--- config.mk ---
export PLATFORM = sky130hd
export DESIGN_NAME = isa_cell
export DESIGN_NICKNAME = d
export VERILOG_FILES = /design/src/rtl/core/isa_pkg.sv /design/src/rtl/core/isa_cell.sv
export SDC_FILE = /design/constraint.sdc
export NUM_CORES = 1
export LEC_CHECK = 0
export BUFFER_PORTS_ARGS = -buffer_cell sky130_fd_sc_hd__buf_2
export CORE_MARGIN = 4
export CORE_UTILIZATION = 43
export DETAILED_ROUTE_END_ITERATION = 10
export MAX_ROUTING_LAYER = met4
export PLACE_DENSITY = 0.91
export REMOVE_ABC_BUFFERS = 1
export SLEW_MARGIN = 15
export SYNTH_ARGS = -nofsm -noshare
export SYNTH_HDL_FRONTEND = slang
export SYNTH_SLANG_ARGS = --single-unit
--- constraint.sdc ---
create_clock -name clk -period 4.8 [get_ports clk]
set_input_delay 0.96 -clock clk [delete_from_list [all_inputs] [get_ports clk]]
set_output_delay 0.96 -clock clk [all_outputs]
set_load 0.05 [all_outputs]
--- src/rtl/core/isa_pkg.sv ---
// ----------------------------------------------------------------------------
// isa_pkg
// Shared types and codes for the indexed shift array core.
// ----------------------------------------------------------------------------
`default_nettype none

package isa_pkg;

  localparam int POS_W   = 7;
  localparam int DATA_W  = 32;
  localparam int FOUND_W = 6;
  localparam int FILL_W  = 7;
  localparam int STAT_W  = 2;

  typedef enum logic [2:0] {
    OP_INSERT = 3'd0,
    OP_DELETE = 3'd1,
    OP_SEARCH = 3'd2,
    OP_UPDATE = 3'd3,
    OP_READ   = 3'd4
  } op_t;

  localparam logic [STAT_W-1:0] ST_DONE = 2'd0;
  localparam logic [STAT_W-1:0] ST_BAD  = 2'd1;
  localparam logic [STAT_W-1:0] ST_MISS = 2'd2;

  typedef enum logic [1:0] {
    S_IDLE,
    S_EXEC,
    S_WAIT
  } state_t;

  // per-transaction command broadcast to every cell
  typedef struct packed {
    logic ins;
    logic del;
    logic upd;
    logic srch;
    logic rd;
  } cmd_t;

endpackage

`default_nettype wire

--- src/rtl/core/isa_cell.sv ---
// ----------------------------------------------------------------------------
// isa_cell
// One array entry: shifts with its neighbors, takes writes, flags a match or a read.
// ----------------------------------------------------------------------------
`default_nettype none

module isa_cell import isa_pkg::*; #(
  parameter int IDX = 0,
  parameter int PW  = 7
) (
  input  wire logic              clk,
  input  wire cmd_t              cmd,
  input  wire logic [PW-1:0]     pos,
  input  wire logic [PW-1:0]     count,
  input  wire logic [DATA_W-1:0] value,
  input  wire logic [DATA_W-1:0] left,
  input  wire logic [DATA_W-1:0] right,
  output logic      [DATA_W-1:0] entry,
  output logic                   hit
);

  logic [PW-1:0] my_idx;
  logic          above;
  logic          at;

  assign my_idx = PW'(IDX);
  assign above  = my_idx > pos;
  assign at     = my_idx == pos;

  always_ff @(posedge clk) begin
    if (cmd.ins && above) begin
      entry <= left;
    end else if ((cmd.ins || cmd.upd) && at) begin
      entry <= value;
    end else if (cmd.del && (above || at)) begin
      entry <= right;
    end
  end

  assign hit = (cmd.srch && (my_idx < count) && (entry == value)) || (cmd.rd && at);

endmodule

`default_nettype wire

# After elaboration in Yosys (flattened, before gate mapping)
# Index checks and enable logic that the tools add are counted.
[word_totals] output_inout_bits=33 ram_bits=0 romBits=0 wordCells=18 latch_bits=0 n_memories=0 reg_bits=32 inputBits=116
[op_classes] mul=0 add_sub_neg=0 eq_ne=1 div=0 n_reduce_logical=11 n_lt_le_gt_ge=2 n_bitwise=0 shifts=0 mux=3
[op_table] cell="32-bit 2-to-1 mux" count=3
[op_table] cell="32-bit equality test" count=1
[op_table] cell="1-bit by 7-bit greater-than comparator with 1-bit output (first input constant)" count=1
[op_table] cell="7-bit logical NOT" count=1
[op_table] cell="1-bit by 7-bit less-than comparator with 1-bit output (first input constant)" count=1
[op_table] cell="1-bit logical AND" count=6
[op_table] cell="1-bit logical OR" count=3
[op_table] cell="3-bit nonzero test" count=1

# Logic depth before layout (Yosys ltp)
# Gate-level depths: netlist (run 1).
[depth] ltp_word=6 depth_mapped=5 depth_no_buf=4

# Worst setup path before layout (run 1)
# Ideal clock, no wire load.
[synth_path] kind="input to output" startpoint="input value[25]" endpoint="output hit" slack_ns=1.122 path_stages=4 arrival_ns=2.718 n_path_buf=0 required_time_ns=3.840 path_cell_list="xor2_1 nor4_1 nand4_1 o31ai_1"
[synth_via] elab_chain_cells=3
[synth_rtl] item="start, declared" line_no="isa_cell.sv:15" text="input wire logic [DATA_W-1:0] value,"
[synth_rtl] item="32-bit equality test" line_no="isa_cell.sv:40" text="assign hit = (cmd.srch && (my_idx < count) && (entry == value)) || (cmd.rd && at);"
[synth_rtl] item="1-bit logical AND" line_no="isa_cell.sv:40"
[synth_rtl] item="1-bit logical OR" line_no="isa_cell.sv:40"
[synth_rtl] item="end, declared" line_no="isa_cell.sv:19" text="output logic hit"
# Every way passes these cells.

# Worst setup path in the final report (run 1)
[layout_path] startpoint="input value[2]" endpoint="output hit"
# The elaborated chain is that of the path after synthesis.

==> results of run 1 <==
-- worst max-delay path by stage --
stage | startpoint | end | depth (start not counted)
after global routing | value[2] | hit | 6
after global placement | value[2] | hit | 6
after detailed placement | value[2] | hit | 6
after floorplan | value[25] | hit | 4
after CTS | value[2] | hit | 6
final | value[2] | hit | 6
-- through the flow --
step                      cell area, µm²  hold slack (ns)  power [mW]  setup WS (ns)  std cells
after floorplan                     1857            1.178      0.3557          1.122        116
after global placement              2522            1.261      0.3993          1.494        284
final                               2603           0.9830      0.5885          1.453        292
after CTS                           2603           0.9721      0.5953          1.403        292
after global routing                2603           0.9708      0.6163          1.342        292
after detailed placement            2522            1.264      0.4028          1.404        284
-- power breakdown --
group | internal (mW) | switching, mW | leakage (nW)
logic | 0.0513 | 0.0352 | 0.917
clock network | 0.101 | 0.0908 | 0.0399
registers | 0.309 | 0.00104 | 0.288
total | 0.461 | 0.127 | 1.25
-- cells by family after synthesis --
group	count (synthesis)
XOR/XNOR	32
AND/OR/NAND/NOR	17
buffers and inverters	3
flip-flops	32
AO/OA/AOI/OAI	3
multiplexers	32
-- critical path, cell delays in order --
cell and delay [ns]:
buf_2 0.11, xor2_1 0.15, nor4_1 0.39, nand4_1 0.17, o31ai_1 0.28, buf_2 0.32
-- routing by layer --
layer / up-vias / GRT usage (%) / routed length [µm]
li1: 696 / - / -
met1: 702 / 19.18 / 1820
met2: 74 / 32.68 / 2592
met3: 11 / 4.324 / 460
met4: 0 / 7.312 / 106
met5: - / - / 0
-- cells in the final DEF, fill, tap and decap left out, drive strengths merged --
master	instances
buf	118
edfxtp	32
nor3	2
or4	1
o31a	1
nor4	9
clkbuf	7
xor2	31
nand3	1
xnor2	1
o21ai	1
clkinv	1
mux2	32
nand4	2
nand2	2
o31ai	1
-- layout make-up --
| type | instances | area [µm²] |
|---|---|---|
| fillers | 316 | 1513 |
| flip-flops and latches | 32 | 960.9 |
| clock buffers | 7 | 76.32 |
| clock inverters | 1 | 3.754 |
| well taps | 50 | 62.56 |
| repair buffers | 118 | 595.6 |
| multi-input cells | 84 | 903.4 |
==> run summary, run 1 <==
Fin. Hold Viols = 0
Synth top area cells = edfxtp_1 51%, mux2_4 24%, xor2_1 14%
Net count reported at finish = 357
TritonCTS clock tree = built
Post-CTS sizing = 0
IO buf count = 116
Regs by FF count = entry (32)
Count leader, synth = edfxtp_1
Crit Path Max Fanout = 2
Worst VDD drop = 0.1018 mV
DRC Markers = 0
Setup_tns = 0 ns
Post-synthesis compound-gate area fraction = 1.324%
Initial DRC count = 62
Worst setup path category = input pin to primary output
Worst-margin pin slew = 0.8832 ns
Max Cap Viol = 0
H-tree Lvls = 2
Post-synthesis cell area = 1891 µm²
Die height = 74.31 µm
Final Setup Violations = 0
Synth cell types = 16
Largest net degree at the start of global routing = 33
Ys flop type = edfxtp_1
Hold Path End = entry[1]$_DFFE_PP_
Core area = 4115 µm²
Largest family of logic cells by synthesized area = multiplexers
Tot GR Track Use = 18.22%
Ports = 149
Detailed-route wire length = 4.980 mm
Post-synthesis async set-or-reset flop share = 0%
Routed vias = 1483
Die area = 5521 µm²
Area grow syn2layout = 37.66%
Final Util = 63.24%
RSZ-0062 raised after global routing = no
Largest register FFs = 32
Rel. slew slack = 40.89%
Detailed placer's ending HPWL = 3.957 mm
Worst EP required = 3.84 ns
Share of Yosys cell area claimed by the top area cell type = 50.83%
Num rows = 23
Post-synthesis mux area share = 25.02%
Initial Util = 45.94%
YS warnings = 0
EDFF count, synth = 32
Grt ovf = 0
Num CTS Buffers = 5
Data arrival, critical path = 2.39 ns
Post-DR vias/cell = 5.079
Lkg Pwr = 1.245 nW
Avg WL per Cell = 17.05 µm
Routability Congestion = 0.8142
Drt first pass iters = 3
Post-synth top area cell = edfxtp_1
Root Driver = clkbuf_8
Gate Count Post-Synth = 119
Clock tree buffer depth = 2
Die W = 74.31 µm
Antenna Nets Post-Route = 0
Pins Over Slew Limit = 0
Post-synthesis xor/xnor area fraction = 14.82%
Crit start category = input pin
Hold-fix buffers, CTS = 0
Hold path start = right[1]
Share of layout cells above drive strength 1 = 65.29%
Seq cells post-synth = 32
Status = finished, final reports clean
Post-Synth Adder-Cell Area = 0%
CTS sink count = 32
Vias in the first global route = 1576
Antenna diodes = 0
Fmax = 0.2988 GHz
Crit path time final = 3.347 ns
Period utilization = 69.72%
Largest Register = entry
CP Capture Type = primary output
Post-synthesis simple-gate area fraction = 6.221%
Post-synth top cells = 32 x edfxtp_1, 31 x xor2_1, 30 x mux2_4, 8 x nor4_1, 3 x buf_6
Setup repair bufs after CTS = 0
P per Cell Area = 226.1 nW/µm²
Hold depth = 2
Synth Area per Inst = 15.89 µm²
HP Class = input pin to flip-flop
Clock transition at the registers of the reported paths = 0.06 ns
First-pass GRT wire length = 7.293 mm
Initial antenna violation count = 0
Post-synthesis sequential area ratio = 50.83%
Power figures use the tool's default switching activity.
==> inputs of run 2 (changes only) <==
--- a/config.mk
+++ b/config.mk
@@ -5,12 +5,13 @@
 export SDC_FILE = /design/constraint.sdc
 export NUM_CORES = 1
 export LEC_CHECK = 0
+export ABC_AREA = 1
 export BUFFER_PORTS_ARGS = -buffer_cell sky130_fd_sc_hd__buf_2
 export CORE_MARGIN = 4
-export CORE_UTILIZATION = 43
+export CORE_UTILIZATION = 37
 export DETAILED_ROUTE_END_ITERATION = 10
 export MAX_ROUTING_LAYER = met4
-export PLACE_DENSITY = 0.91
+export PLACE_DENSITY = 0.8
 export REMOVE_ABC_BUFFERS = 1
 export SLEW_MARGIN = 15
 export SYNTH_ARGS = -nofsm -noshare
==> constraint.sdc (replaced) <==
create_clock -name clk -period 2.95 [get_ports clk]
set_input_delay 0.59 -clock clk [delete_from_list [all_inputs] [get_ports clk]]
set_output_delay 0.59 -clock clk [all_outputs]
set_load 0.05 [all_outputs]
==> run 2 against run 1 <==
  * Clock power grew 68%
  * Non-clock buffer count grew 2
  * Combinational power grew 81%
  * Routed wire length grew 10%
  * Hold slack lost 0.42 ns
  * Total power grew 68%
  * Final cell count grew 60%
  * Critical path depth grew 5
==> run summary, run 2 <==
Post-synthesis cell area = 2101 µm² (+11%)
Data arrival, critical path = 1.70 ns (-0.69 ns)
Post-synthesis async set-or-reset flop share = 0% (unchanged)
IO buf count = 116 (unchanged)
Post-CTS sizing = 0 (unchanged)
Worst VDD drop = 0.1516 mV (+49%)
Worst-margin pin slew = 0.4487 ns (-0.4346 ns)
Synth cell types = 20 (+4)
Area occupied by multi-input gates = 900.9 µm² (-0.28%)
Post-DR vias/cell = 4.472 (-12%)
Share of layout cells above drive strength 1 = 37.22% (-28 points)
Met2 GRT Util = 31.20% (-1.5 points)
Root Driver = clkbuf_8
Post-synth top area cell = edfxtp_1
Hold-fix buffers, CTS = 0 (unchanged)
Antenna Nets Post-Route = 0 (unchanged)
TritonCTS clock tree = built
Comb pwr share = 15.8% (+1.1 points)
Largest register FFs = 32 (unchanged)
DP Worst Slack = 0.5980 ns (-0.8060 ns)
Internal = 0.7374 mW (+60%)
Detailed placer's ending HPWL = 4.343 mm (+9.8%)
Routed vias = 2093 (+41%)
Synth top area cells = edfxtp_1 46%, nand2_1 21%, inv_1 8.6%
Max Cap Viol = 0 (unchanged)
Crit path time final = 2.285 ns
Final setup margin = 0.6646 ns (-0.7888 ns)
HP Class = input pin to flip-flop
Die height = 83.35 µm (+12%)
Reg area = 960.9 µm² (unchanged)
Largest Register = entry
Initial antenna violation count = 1 (+1)
EDFF count, synth = 32 (unchanged)
Crit Path Max Fanout = 2 (unchanged)
Period utilization = 77.47%
Setup_tns = 0 ns (unchanged)
RSZ-0062 raised after global routing = no
Hold path start = right[24]
Worst setup path category = input pin to primary output
Area grow syn2layout = 35.20%
CTS sink count = 32 (unchanged)
Detailed-route wire length = 5.495 mm (+10%)
Post-synth top cells = 116 x nand2_1, 48 x inv_1, 32 x edfxtp_1, 17 x o21ai_2, 16 x nor2_1
Fmax = 0.4376 GHz
Die W = 83.35 µm (+12%)
Clock transition at the registers of the reported paths = 0.07 ns (about the same)
Initial Util = 38.15% (-7.8 points)
GR Layer Usage met3 = 5.952% (+1.6 points)
Avg WL per Cell = 11.74 µm (-31%)
Switch Pwr = 0.2493 mW (+96%)
Count leader, synth = nand2_1
Clock power frac = 32.7% (about the same)
First-pass GRT wire length = 9.377 mm (+29%)
Largest net degree at the start of global routing = 51 (+55%)
P per Cell Area = 347.4 nW/µm² (+54%)
Setup repair bufs after CTS = 0 (unchanged)
Post-synthesis sequential area ratio = 45.74% (-5.1 points)
Core area = 5507 µm² (+34%)
CP Capture Type = primary output
Seq pwr share = 51.4% (-1.4 points)
Share of Yosys cell area claimed by the top area cell type = 45.74% (-5.1 points)
Num rows = 27 (+17%)
Worst EP required = 2.36 ns (-1.48 ns)
Lkg Pwr = 1.559 nW (+25%)
Net count reported at finish = 510 (+43%)
Drt first pass iters = 4 (+1)
DRC Markers = 0 (unchanged)
Pins Over Slew Limit = 0 (unchanged)
Layout fillers = 554 (+75%)
Vias in the first global route = 2172 (+38%)
H-tree Lvls = 2 (unchanged)
Rel. slew slack = 69.86% (+29 points)
Grt ovf = 0 (unchanged)
Die area = 6947 µm² (+26%)
YS warnings = 0 (unchanged)
Seq cells post-synth = 32 (unchanged)
Num CTS Buffers = 5 (unchanged)
Hold depth = 3 (+1)
GR Layer Usage met1 = 16.57% (-2.6 points)
Status = finished, final reports clean
Initial DRC count = 41 (-34%)
Synth Area per Inst = 7.639 µm² (-52%)
Most Crowded Layer GR = met2
Commonest non-fill, non-tap cells in the layout = 116 x nand2_1, 116 x buf_2, 48 x inv_1, 32 x edfxtp_1, 17 x o21ai_2
Clock tree buffer depth = 2 (unchanged)
Regs by FF count = entry (32)
Crit start category = input pin
Hold Path End = entry[24]$_DFFE_PP_
Ys flop type = edfxtp_1
Final Setup Violations = 0 (unchanged)
Gate Count Post-Synth = 275 (+130%)
Fin. Hold Viols = 0 (unchanged)
Routability Congestion = 0.8219 (+0.95%)
Switching share of power = 25.27% (+3.7 points)
Ports = 149 (unchanged)
Tot GR Track Use = 16.79% (-1.4 points)
-- run 2: cell count changes after synthesis, sizes merged, moves of 16 or more --
cell / change
nand2: +115
mux2: -32
o21ai: +21
nor2: +16
inv: +48
xor2: -29
-- run 2: worst max-delay path by stage --
stage,from,endpoint,slack [ns],cells past startpoint
6_report,value[26],hit,0.66,11
3_5_place_dp,pos[5],entry[18]$_DFFE_PP_,0.60,8
3_3_place_gp,pos[3],entry[15]$_DFFE_PP_,0.64,8
4_1_cts,entry[26]$_DFFE_PP_,hit,0.64,10
2_1_floorplan,pos[3],entry[0]$_DFFE_PP_,0.04,5
5_1_grt,entry[26]$_DFFE_PP_,hit,0.49,10
-- run 2: worst max-delay path: stages --
cell and delay [ns]:
buf_2 0.11, inv_1 0.08, nand2_1 0.06, nand2_1 0.06, nand2_1 0.06, nor2_1 0.13, nand2_1 0.06, nor2_1 0.14
nand3_1 0.10, nand2_1 0.06, buf_2 0.25
-- run 2: cells by family after synthesis --
kind of cell           after synthesis  share of synthesized area (%)
AO/OA/AOI/OAI                       24                          8.874
AND/OR/NAND/NOR                    153                          29.84
flip-flops                          32                          45.74
buffers and inverters               56                          11.38
XOR/XNOR                            10                          4.169
-- run 2: metal layers --
layer / part of all wire [%] / vias to the layer above / wire [µm]
met1: 38 / 920 / 2086
li1: - / 1093 / -
met2: 51 / 74 / 2828
met4: 0.82 / 0 / 45
met3: 9.7 / 6 / 534
met5: 0 / - / 0
-- run 2: cell type report --
type	count	share of cell area (%)
Clock buffer	5	2.423
Multi-Input combinational cell	187	31.72
Inverter	48	6.344
Antenna cell	1	0.08811
Clock inverter	3	0.4846
Timing Repair Buffer	120	21.94
Sequential cell	32	33.83
Tap cell	72	3.172
-- run 2: power by group through the flow --
stage	Clock [mW]	Sequential, mW	Combinational (mW)
after floorplan	0	0.531	0.0659
after global placement	0	0.517	0.152
after detailed placement	0	0.517	0.157
after CTS	0.334	0.507	0.158
after global routing	0.351	0.508	0.178
final	0.323	0.508	0.156
-- run 2: metrics by stage --
step                instance area, µm²  cells  hold slack, ns  total power, mW  utilization, %
floorplan                         2042    267          0.7686           0.5966               -
global placement                  2755    459          0.8554           0.6693           50.03
detailed placement                2755    459          0.8602           0.6748           50.03
CTS                               2838    467          0.5609           0.9992           51.53
global route                      2840    468          0.5698            1.037           51.58
finish                            2840    468          0.5665           0.9868           51.58
